[src/rtl/gsfp_pkg.sv]
// Shared types, byte codes and helper functions for the gyro serial frame parser.
// No dependencies; imported by every other RTL file of the block.
`default_nettype none

package gsfp_pkg;

    // Default depth of the frame store
    localparam int MAX_FRAME_BYTES_DEF = 9;

    // Frame byte codes
    localparam logic [7:0] START_BYTE = 8'h02;
    localparam logic [7:0] TYPE_ANGLE = 8'h81;
    localparam logic [7:0] TYPE_RATE  = 8'h82;
    localparam logic [7:0] TYPE_BOTH  = 8'h83;
    localparam logic [7:0] TYPE_LAST  = 8'h84;
    localparam logic [7:0] END_BYTE   = 8'h0d;

    // Frame lengths, header to terminator
    localparam int          LEN_W     = 4;
    localparam logic [LEN_W-1:0] LEN_SHORT = 4'd7;
    localparam logic [LEN_W-1:0] LEN_LONG  = 4'd9;

    // Fixed positions within a stored frame
    localparam int POS_TYPE       = 1;
    localparam int POS_AUX        = 2;
    localparam int POS_SUM_SHORT  = 5;
    localparam int POS_END_SHORT  = 6;
    localparam int POS_SUM_LONG   = 7;
    localparam int POS_END_LONG   = 8;

    // Depth of the queue between front and back
    localparam int QUEUE_DEPTH = 2;

    // One received byte with its classification
    typedef struct packed {
        logic [7:0] data;
        logic       is_start;
        logic       is_type;
    } rx_item_t;

    // Parser states
    typedef enum logic [4:0] {
        ST_HUNT      = 5'b00001,
        ST_WAIT_TYPE = 5'b00010,
        ST_COLLECT   = 5'b00100,
        ST_JUDGE     = 5'b01000,
        ST_RESCAN    = 5'b10000
    } parse_state_t;

    function automatic logic is_type_byte(input logic [7:0] b);
        return (b >= TYPE_ANGLE) && (b <= TYPE_LAST);
    endfunction

    function automatic logic [LEN_W-1:0] frame_len(input logic [7:0] type_b);
        return (type_b == TYPE_BOTH) ? LEN_LONG : LEN_SHORT;
    endfunction

endpackage

`default_nettype wire

[src/rtl/gsfp_front.sv]
// Front end: classifies each received byte and holds it in a short queue.
// Depends on gsfp_pkg.
`default_nettype none

module gsfp_front
    import gsfp_pkg::*;
(
    input  wire logic     clk,
    input  wire logic     rst_n,
    input  wire logic     in_valid,
    output logic          in_stall,
    input  wire logic [7:0] rx_byte,
    output logic          item_valid,
    input  wire logic     item_stall,
    output rx_item_t      item
);

    localparam int PTR_W = (QUEUE_DEPTH > 1) ? $clog2(QUEUE_DEPTH) : 1;
    localparam int FILL_W = $clog2(QUEUE_DEPTH + 1);

    rx_item_t           slot_reg [QUEUE_DEPTH];
    logic [PTR_W-1:0]   wr_ptr_reg, wr_ptr_next;
    logic [PTR_W-1:0]   rd_ptr_reg, rd_ptr_next;
    logic [FILL_W-1:0]  fill_reg, fill_next;
    logic               push, pop;
    rx_item_t           new_item;

    // Classify the incoming byte
    always_comb
    begin
        new_item.data     = rx_byte;
        new_item.is_start = (rx_byte == START_BYTE);
        new_item.is_type  = is_type_byte(rx_byte);
    end

    assign in_stall   = (fill_reg == FILL_W'(QUEUE_DEPTH));
    assign push       = in_valid && !in_stall;
    assign item_valid = (fill_reg != '0);
    assign pop        = item_valid && !item_stall;
    assign item       = slot_reg[rd_ptr_reg];

    // Pointer and fill bookkeeping
    always_comb
    begin
        wr_ptr_next = wr_ptr_reg;
        rd_ptr_next = rd_ptr_reg;
        fill_next   = fill_reg;
        if (push)
        begin
            wr_ptr_next = (wr_ptr_reg == PTR_W'(QUEUE_DEPTH - 1)) ? '0 : wr_ptr_reg + 1'b1;
        end
        if (pop)
        begin
            rd_ptr_next = (rd_ptr_reg == PTR_W'(QUEUE_DEPTH - 1)) ? '0 : rd_ptr_reg + 1'b1;
        end
        case ({push, pop})
            2'b10:   fill_next = fill_reg + 1'b1;
            2'b01:   fill_next = fill_reg - 1'b1;
            default: fill_next = fill_reg;
        endcase
    end

    always_ff @(posedge clk or negedge rst_n)
    begin
        if (!rst_n)
        begin
            wr_ptr_reg <= '0;
            rd_ptr_reg <= '0;
            fill_reg   <= '0;
        end
        else
        begin
            wr_ptr_reg <= wr_ptr_next;
            rd_ptr_reg <= rd_ptr_next;
            fill_reg   <= fill_next;
        end
    end

    // Queue storage, no reset
    always_ff @(posedge clk)
    begin
        if (push)
        begin
            slot_reg[wr_ptr_reg] <= new_item;
        end
    end

endmodule

`default_nettype wire

[src/rtl/gsfp_back.sv]
// Back end: frame parser state machine, frame store, rescan and result register.
// Depends on gsfp_pkg.
`default_nettype none

module gsfp_back
    import gsfp_pkg::*;
#(
    parameter int MAX_FRAME_BYTES = MAX_FRAME_BYTES_DEF
)
(
    input  wire logic        clk,
    input  wire logic        rst_n,
    input  wire logic        item_valid,
    output logic             item_stall,
    input  wire rx_item_t    item,
    output logic             out_valid,
    input  wire logic        out_stall,
    output logic [1:0]       frame_kind,
    output logic [7:0]       aux_byte,
    output logic [15:0]      angle_raw,
    output logic signed [15:0] rate_raw,
    output logic             checksum_ok
);

    localparam int CNT_W = $clog2(MAX_FRAME_BYTES + 1);
    localparam int IDX_W = $clog2(MAX_FRAME_BYTES);

    parse_state_t      state_reg, state_next;
    logic [CNT_W-1:0]  count_reg, count_next;
    logic [7:0]        store_reg  [MAX_FRAME_BYTES];
    logic [7:0]        store_next [MAX_FRAME_BYTES];

    logic              out_valid_reg;
    logic [1:0]        kind_reg;
    logic [7:0]        aux_reg;
    logic [15:0]       angle_reg;
    logic signed [15:0] rate_reg;
    logic              sum_ok_reg;

    logic              taking;
    logic              emit;
    logic              slot_free;
    logic              is_both;
    logic [CNT_W-1:0]  len_cur;
    logic [CNT_W-1:0]  len_cand;
    logic [7:0]        term_b;
    logic [7:0]        chk_b;
    logic [7:0]        sum_b;
    logic [1:0]        kind_w;
    logic [15:0]       angle_w;
    logic [15:0]       rate_w;

    // Bytes are taken only in the collecting states
    assign taking     = (state_reg == ST_HUNT) || (state_reg == ST_WAIT_TYPE)
                        || (state_reg == ST_COLLECT);
    assign item_stall = !taking;
    assign slot_free  = !out_valid_reg || !out_stall;

    // Frame decode from fixed store positions
    always_comb
    begin
        is_both  = (store_reg[POS_TYPE] == TYPE_BOTH);
        len_cur  = CNT_W'(frame_len(store_reg[POS_TYPE]));
        len_cand = CNT_W'(frame_len(store_reg[1]));
        term_b   = is_both ? store_reg[POS_END_LONG] : store_reg[POS_END_SHORT];
        chk_b    = is_both ? store_reg[POS_SUM_LONG] : store_reg[POS_SUM_SHORT];
        sum_b    = store_reg[1] + store_reg[2] + store_reg[3] + store_reg[4]
                   + (is_both ? (store_reg[5] + store_reg[6]) : 8'd0);
        kind_w   = store_reg[POS_TYPE][1:0] - 2'd1;
        angle_w  = '0;
        rate_w   = '0;
        if ((store_reg[POS_TYPE] == TYPE_ANGLE) || is_both)
        begin
            angle_w = {store_reg[3], store_reg[4]};
        end
        if (store_reg[POS_TYPE] == TYPE_RATE)
        begin
            rate_w = {store_reg[3], store_reg[4]};
        end
        else if (is_both)
        begin
            rate_w = {store_reg[5], store_reg[6]};
        end
    end

    // Parser next state
    always_comb
    begin
        state_next = state_reg;
        count_next = count_reg;
        store_next = store_reg;
        emit       = 1'b0;
        case (state_reg)
            ST_HUNT:
            begin
                if (item_valid)
                begin
                    count_next = '0;
                    if (item.is_start)
                    begin
                        store_next[0] = item.data;
                        count_next    = CNT_W'(1);
                        state_next    = ST_WAIT_TYPE;
                    end
                end
            end
            ST_WAIT_TYPE:
            begin
                if (item_valid)
                begin
                    if (item.is_type)
                    begin
                        store_next[POS_TYPE] = item.data;
                        count_next           = CNT_W'(2);
                        state_next           = ST_COLLECT;
                    end
                    else if (item.is_start)
                    begin
                        store_next[0] = item.data;
                        count_next    = CNT_W'(1);
                    end
                    else
                    begin
                        count_next = '0;
                        state_next = ST_HUNT;
                    end
                end
            end
            ST_COLLECT:
            begin
                if (item_valid)
                begin
                    if ((count_reg >= len_cur) || (count_reg >= CNT_W'(MAX_FRAME_BYTES)))
                    begin
                        count_next = '0;
                        state_next = ST_HUNT;
                    end
                    else
                    begin
                        store_next[count_reg[IDX_W-1:0]] = item.data;
                        count_next = count_reg + 1'b1;
                        if (count_reg + 1'b1 == len_cur)
                        begin
                            state_next = ST_JUDGE;
                        end
                    end
                end
            end
            ST_JUDGE:
            begin
                if (term_b == END_BYTE)
                begin
                    if (slot_free)
                    begin
                        emit       = 1'b1;
                        count_next = '0;
                        state_next = ST_HUNT;
                    end
                end
                else
                begin
                    // Drop start and type bytes, scan from the third byte on
                    for (int i = 0; i < MAX_FRAME_BYTES - 2; i++)
                    begin
                        store_next[i] = store_reg[i + 2];
                    end
                    count_next = count_reg - CNT_W'(2);
                    state_next = ST_RESCAN;
                end
            end
            ST_RESCAN:
            begin
                if (count_reg == '0)
                begin
                    state_next = ST_HUNT;
                end
                else if ((store_reg[0] == START_BYTE) && (count_reg == CNT_W'(1)))
                begin
                    // Lone start byte at the tail: wait for its type byte
                    state_next = ST_WAIT_TYPE;
                end
                else if ((store_reg[0] == START_BYTE) && is_type_byte(store_reg[1]))
                begin
                    if (count_reg < len_cand)
                    begin
                        state_next = ST_COLLECT;
                    end
                    else
                    begin
                        count_next = len_cand;
                        state_next = ST_JUDGE;
                    end
                end
                else
                begin
                    // No header here: slide one byte on
                    for (int i = 0; i < MAX_FRAME_BYTES - 1; i++)
                    begin
                        store_next[i] = store_reg[i + 1];
                    end
                    count_next = count_reg - 1'b1;
                end
            end
            default:
            begin
                count_next = '0;
                state_next = ST_HUNT;
            end
        endcase
    end

    // Control registers
    always_ff @(posedge clk or negedge rst_n)
    begin
        if (!rst_n)
        begin
            state_reg     <= ST_HUNT;
            count_reg     <= '0;
            out_valid_reg <= 1'b0;
        end
        else
        begin
            state_reg <= state_next;
            count_reg <= count_next;
            if (emit)
            begin
                out_valid_reg <= 1'b1;
            end
            else if (!out_stall)
            begin
                out_valid_reg <= 1'b0;
            end
        end
    end

    // Frame store and result payload
    always_ff @(posedge clk)
    begin
        store_reg <= store_next;
        if (emit)
        begin
            kind_reg   <= kind_w;
            aux_reg    <= store_reg[POS_AUX];
            angle_reg  <= angle_w;
            rate_reg   <= $signed(rate_w);
            sum_ok_reg <= (sum_b == chk_b);
        end
    end

    assign out_valid   = out_valid_reg;
    assign frame_kind  = kind_reg;
    assign aux_byte    = aux_reg;
    assign angle_raw   = angle_reg;
    assign rate_raw    = rate_reg;
    assign checksum_ok = sum_ok_reg;

endmodule

`default_nettype wire

[src/rtl/gyro_serial_frame_parser.sv]
// Top level of the gyro serial frame parser: front queue and back parser.
// Depends on gsfp_pkg, gsfp_front and gsfp_back.
//
// Takes one received UART byte per item and emits one result per frame that
// ends in 0x0d: frame kind, aux byte, raw angle, raw signed rate and checksum
// flag (a result is given whether the checksum matches or not). A two-item
// queue takes bytes at up to one per cycle while it is not full. The parser
// behind it collects the bytes of a frame and then judges the complete frame.
// On a bad terminator it rescans: it drops the start and type bytes, slides
// past the stored bytes one at a time, then finds a header or gives up, and
// judges a second time where the tail already holds a whole frame. The worst
// case of parser time for a terminator byte is set by the one-byte-per-cycle
// rescan over the nine-byte frame store. A waiting result sits in an output
// register and holds off only a judge.
`default_nettype none

module gyro_serial_frame_parser
    import gsfp_pkg::*;
#(
    parameter int MAX_FRAME_BYTES = MAX_FRAME_BYTES_DEF
)
(
    input  wire logic          clk,
    input  wire logic          rst_n,
    input  wire logic          in_valid,
    output logic               in_stall,
    input  wire logic [7:0]    rx_byte,
    output logic               out_valid,
    input  wire logic          out_stall,
    output logic [1:0]         frame_kind,
    output logic [7:0]         aux_byte,
    output logic [15:0]        angle_raw,
    output logic signed [15:0] rate_raw,
    output logic               checksum_ok
);

    logic     item_valid;
    logic     item_stall;
    rx_item_t item;

    // Byte classification and queue
    gsfp_front u_front (
        .clk        (clk),
        .rst_n      (rst_n),
        .in_valid   (in_valid),
        .in_stall   (in_stall),
        .rx_byte    (rx_byte),
        .item_valid (item_valid),
        .item_stall (item_stall),
        .item       (item)
    );

    // Frame parser and result register
    gsfp_back #(
        .MAX_FRAME_BYTES (MAX_FRAME_BYTES)
    ) u_back (
        .clk         (clk),
        .rst_n       (rst_n),
        .item_valid  (item_valid),
        .item_stall  (item_stall),
        .item        (item),
        .out_valid   (out_valid),
        .out_stall   (out_stall),
        .frame_kind  (frame_kind),
        .aux_byte    (aux_byte),
        .angle_raw   (angle_raw),
        .rate_raw    (rate_raw),
        .checksum_ok (checksum_ok)
    );

endmodule

`default_nettype wire

[config.mk]
export PLATFORM = sky130hd
export DESIGN_NAME = gyro_serial_frame_parser
export DESIGN_NICKNAME = d
export VERILOG_FILES = /design/src/rtl/gsfp_pkg.sv /design/src/rtl/gsfp_front.sv /design/src/rtl/gsfp_back.sv /design/src/rtl/gyro_serial_frame_parser.sv
export SDC_FILE = /design/constraint.sdc
export NUM_CORES = 1
export LEC_CHECK = 0
export BUFFER_PORTS_ARGS = -buffer_cell sky130_fd_sc_hd__buf_2
export CORE_AREA = 5 5 113 142
export CTS_BUF_LIST = sky130_fd_sc_hd__clkbuf_8
export CTS_CLUSTER_SIZE = 28
export DETAILED_ROUTE_END_ITERATION = 8
export DIE_AREA = 0 0 118 147
export PLACE_DENSITY_LB_ADDON = 0.2
export SYNTH_ARGS = -nofsm -noshare
export SYNTH_HDL_FRONTEND = slang
export SYNTH_SLANG_ARGS = --single-unit
[constraint.sdc]
create_clock -name clk -period 6.3 [get_ports clk]
set_input_delay 1.26 -clock clk [delete_from_list [all_inputs] [get_ports clk]]
set_output_delay 1.26 -clock clk [all_outputs]
set_load 0.005 [all_outputs]
==> metrics.txt <==
outcome complete, but fails checks; violated checks DRC; Core Region 0.0146 sq mm; Pwr per Cell Area 354 mW/mm^2; Seq cells post-synth 149; DR DRC count 3; Nets 865; Crit. End Element register; via count 6609; Net Count, Synth 820; Global Route Usage Sum 27.4%; fmax 198 MHz; final hold vios 0; clock sink count 149; Num CTS Buffers 17; Crit path max-delay family adder cells; fillers 1219; final setup violation count 0; R2R setup slack 1.25 ns; Buf/Inv on CP 2; Worst Path Class, Setup register to register; asr flop ratio synth 9.40%; Hold Crit Depth 1; antenna diode count 0; Reg area 0.00441 sq mm; Root Buffer clkbuf_8; Critical Path RT 6.52 ns; PnR Total Power 3.31 mW; final core utilization 63.7%; H-tree Lvls 4; total die area 0.0173 sq mm; most common cell after layout, fill and taps aside edfxtp_1; max reg flops 72; reg-to-reg endpoint u_back.checksum_ok$_DFFE_PP_; Reg clk slew, reported paths 0.08 ns; # placed instances 963; Die Span Y 147 microns; Startpoint Class register; WHS Endpoint u_front.wr_ptr_reg$_DFFE_PN0P_; first-pass GRT wire length 36700 microns; Starting Density 58.4%; Worst Skew 0.0171 ns; setup tns final 0 ns; Worst-Skew Late Latency 0.47 ns; max-cap violations 0; Post-synth EDFFs 135; initial antenna violation count 0; GP Congestion 1.00; RSZ-0062 raised after global routing no; post-CTS setup buffer count 0; Avg Vias per Cell 6.64; Max VDD drop 0.296 mV; period utilisation layout 80.2%; die width 118 microns; most frequent cells in the layout edfxtp_1, o21ai_0, buf_2; average size of a mapped cell 11.3 sq um; CP most frequent cell fa_1; Max Slew Vio Count 0; CTS tree yes; worst-case headroom to the max-slew limit 12.9%; Total Wirelength 23900 microns; drt pass-1 iters 9; Worst-Margin Slew 1.31 ns; fin area 0.00933 sq mm; number of global-route vias before repair 6525; Overflow after GRT 0; number of DRC markers in iteration 0 1015; Max clock buf depth 2; HPWL after DPL 17900 microns; Synth cell types 65; r2r startpoint u_back.store_reg[58]$_DFFE_PP_; post-synthesis sequential area ratio 51.5%; FF-to-FF path depth 15; Antenna Nets Post-Route 0; Worst Path Max Fanout 22; Area Overhead vs Synth 9.13%; hold slack 0.501 ns; Hold Crit Class register to register; leak pwr 3.48 nW; setup ws final 1.25 ns; warnings from Yosys 0; share of layout cells above drive strength 1 14.1%; Final Instance Count excl. Fillers 995; multi-input logic area 0.00381 sq mm; top-level I/O count 57; # hold bufs at CTS 0; Post-CTS Resized 0; Syn Inst Count 755; Critical Path Stages 15; crit-path cells and3b_1 > and2_1 > buf_4 > nand2_1 > fa_1 > inv_1 > fa_1 > fa_1 > fa_1 > a21o_1 > a21oi_1 > o21ai_0 > xnor2_1 > and3_1 > o2111a_1; HP Start u_front.wr_ptr_reg$_DFFE_PN0P_; minimum period implied by the final worst setup slack 5.05 ns; routed len/inst 24.0 microns; Area after DPL 0.00897 sq mm; ys flop type edfxtp_1; pre-CTS setup slack 1.30 ns; largest net degree at the start of global routing 74; Rows 50; IO buf count 56; CP max stage delay 0.73 ns; post-synth design cell area 0.00855 sq mm; CP max-delay cell edfxtp_1; critical path arrival 5.27 ns
==> how the worst max path moves through the flow <==
stage	from	to	slack (ns)
after floorplan	u_back.store_reg[62]$_DFFE_PP_	u_back.checksum_ok$_DFFE_PP_	1.25
after global placement	u_back.store_reg[16]$_DFFE_PP_	u_back.checksum_ok$_DFFE_PP_	1.38
after detailed placement	u_back.store_reg[58]$_DFFE_PP_	u_back.checksum_ok$_DFFE_PP_	1.30
after CTS	u_back.store_reg[16]$_DFFE_PP_	u_back.checksum_ok$_DFFE_PP_	1.29
after global routing	u_back.store_reg[58]$_DFFE_PP_	u_back.checksum_ok$_DFFE_PP_	1.04
final	u_back.store_reg[58]$_DFFE_PP_	u_back.checksum_ok$_DFFE_PP_	1.25
==> synthesized netlist by cell type (2+ instances only) <==
master	number	area [sq um]
o21ai_0	77	385
nor3_2	2	20.0
nor3b_1	3	22.5
clkbuf_1	29	109
o311ai_0	2	17.5
nor2_1	37	139
fa_1	22	440
and3_1	7	43.8
a2111oi_0	2	17.5
nand2_1	52	195
xnor2_1	29	254
edfxtp_1	135	4050
a21oi_1	39	195
a22oi_1	45	338
mux2i_1	18	180
o22ai_1	2	12.5
nand2b_1	5	31.3
dfrtp_1	13	325
a22o_1	16	140
buf_1	2	7.51
buf_2	4	20.0
a31oi_1	3	18.8
nor2b_1	5	31.3
nand4_1	4	25.0
inv_1	54	203
or2_2	3	18.8
nand3b_1	3	22.5
o21a_1	4	30.0
mux2_2	3	33.8
o211ai_1	4	30.0
xor2_1	5	43.8
nand3_1	14	70.1
and2_1	6	37.5
nor4_1	18	113
or3_1	3	18.8
nor3_1	8	40.0
or4_1	4	30.0
a21o_1	3	22.5
a222oi_1	14	140
ha_1	31	388
==> routing by layer <==
layer	routed length [microns]	GRT usage (%)
met1	8410	32.1
met5	0	0
met3	2160	5.70
met4	1530	15.8
met2	11800	46.5
==> area by class of cell <==
class                   count  area share [%]
clock buffers              17            2.51
repair buffers             62            3.49
multi-input cells         515            40.8
flip-flops and latches    149            47.2
inverters                  55            2.21
clock inverters            15            1.31
well taps                 182            2.44
==> cells by family (layout without fill, tap and decap cells) <==
family | Yosys count | count (layout) | share of synthesized area [%]
muxes | 22 | 22 | 2.68
adders and majority gates | 53 | 53 | 9.69
xor gates and xnor gates | 34 | 34 | 3.48
buffers and inverters | 91 | 149 | 4.10
and+or+nand+nor | 185 | 185 | 11.6
AOI/OAI and AO/OA | 221 | 221 | 16.9
DFF | 149 | 149 | 51.5
==> report_power, final <==
group	switching, mW	internal [mW]	total, mW
Clock	0.405	0.282	0.687
Sequential	0.151	1.25	1.40
Combinational	0.756	0.466	1.22
Total	1.31	1.99	3.31
No activity file was read; power rests on OpenSTA's default activity.
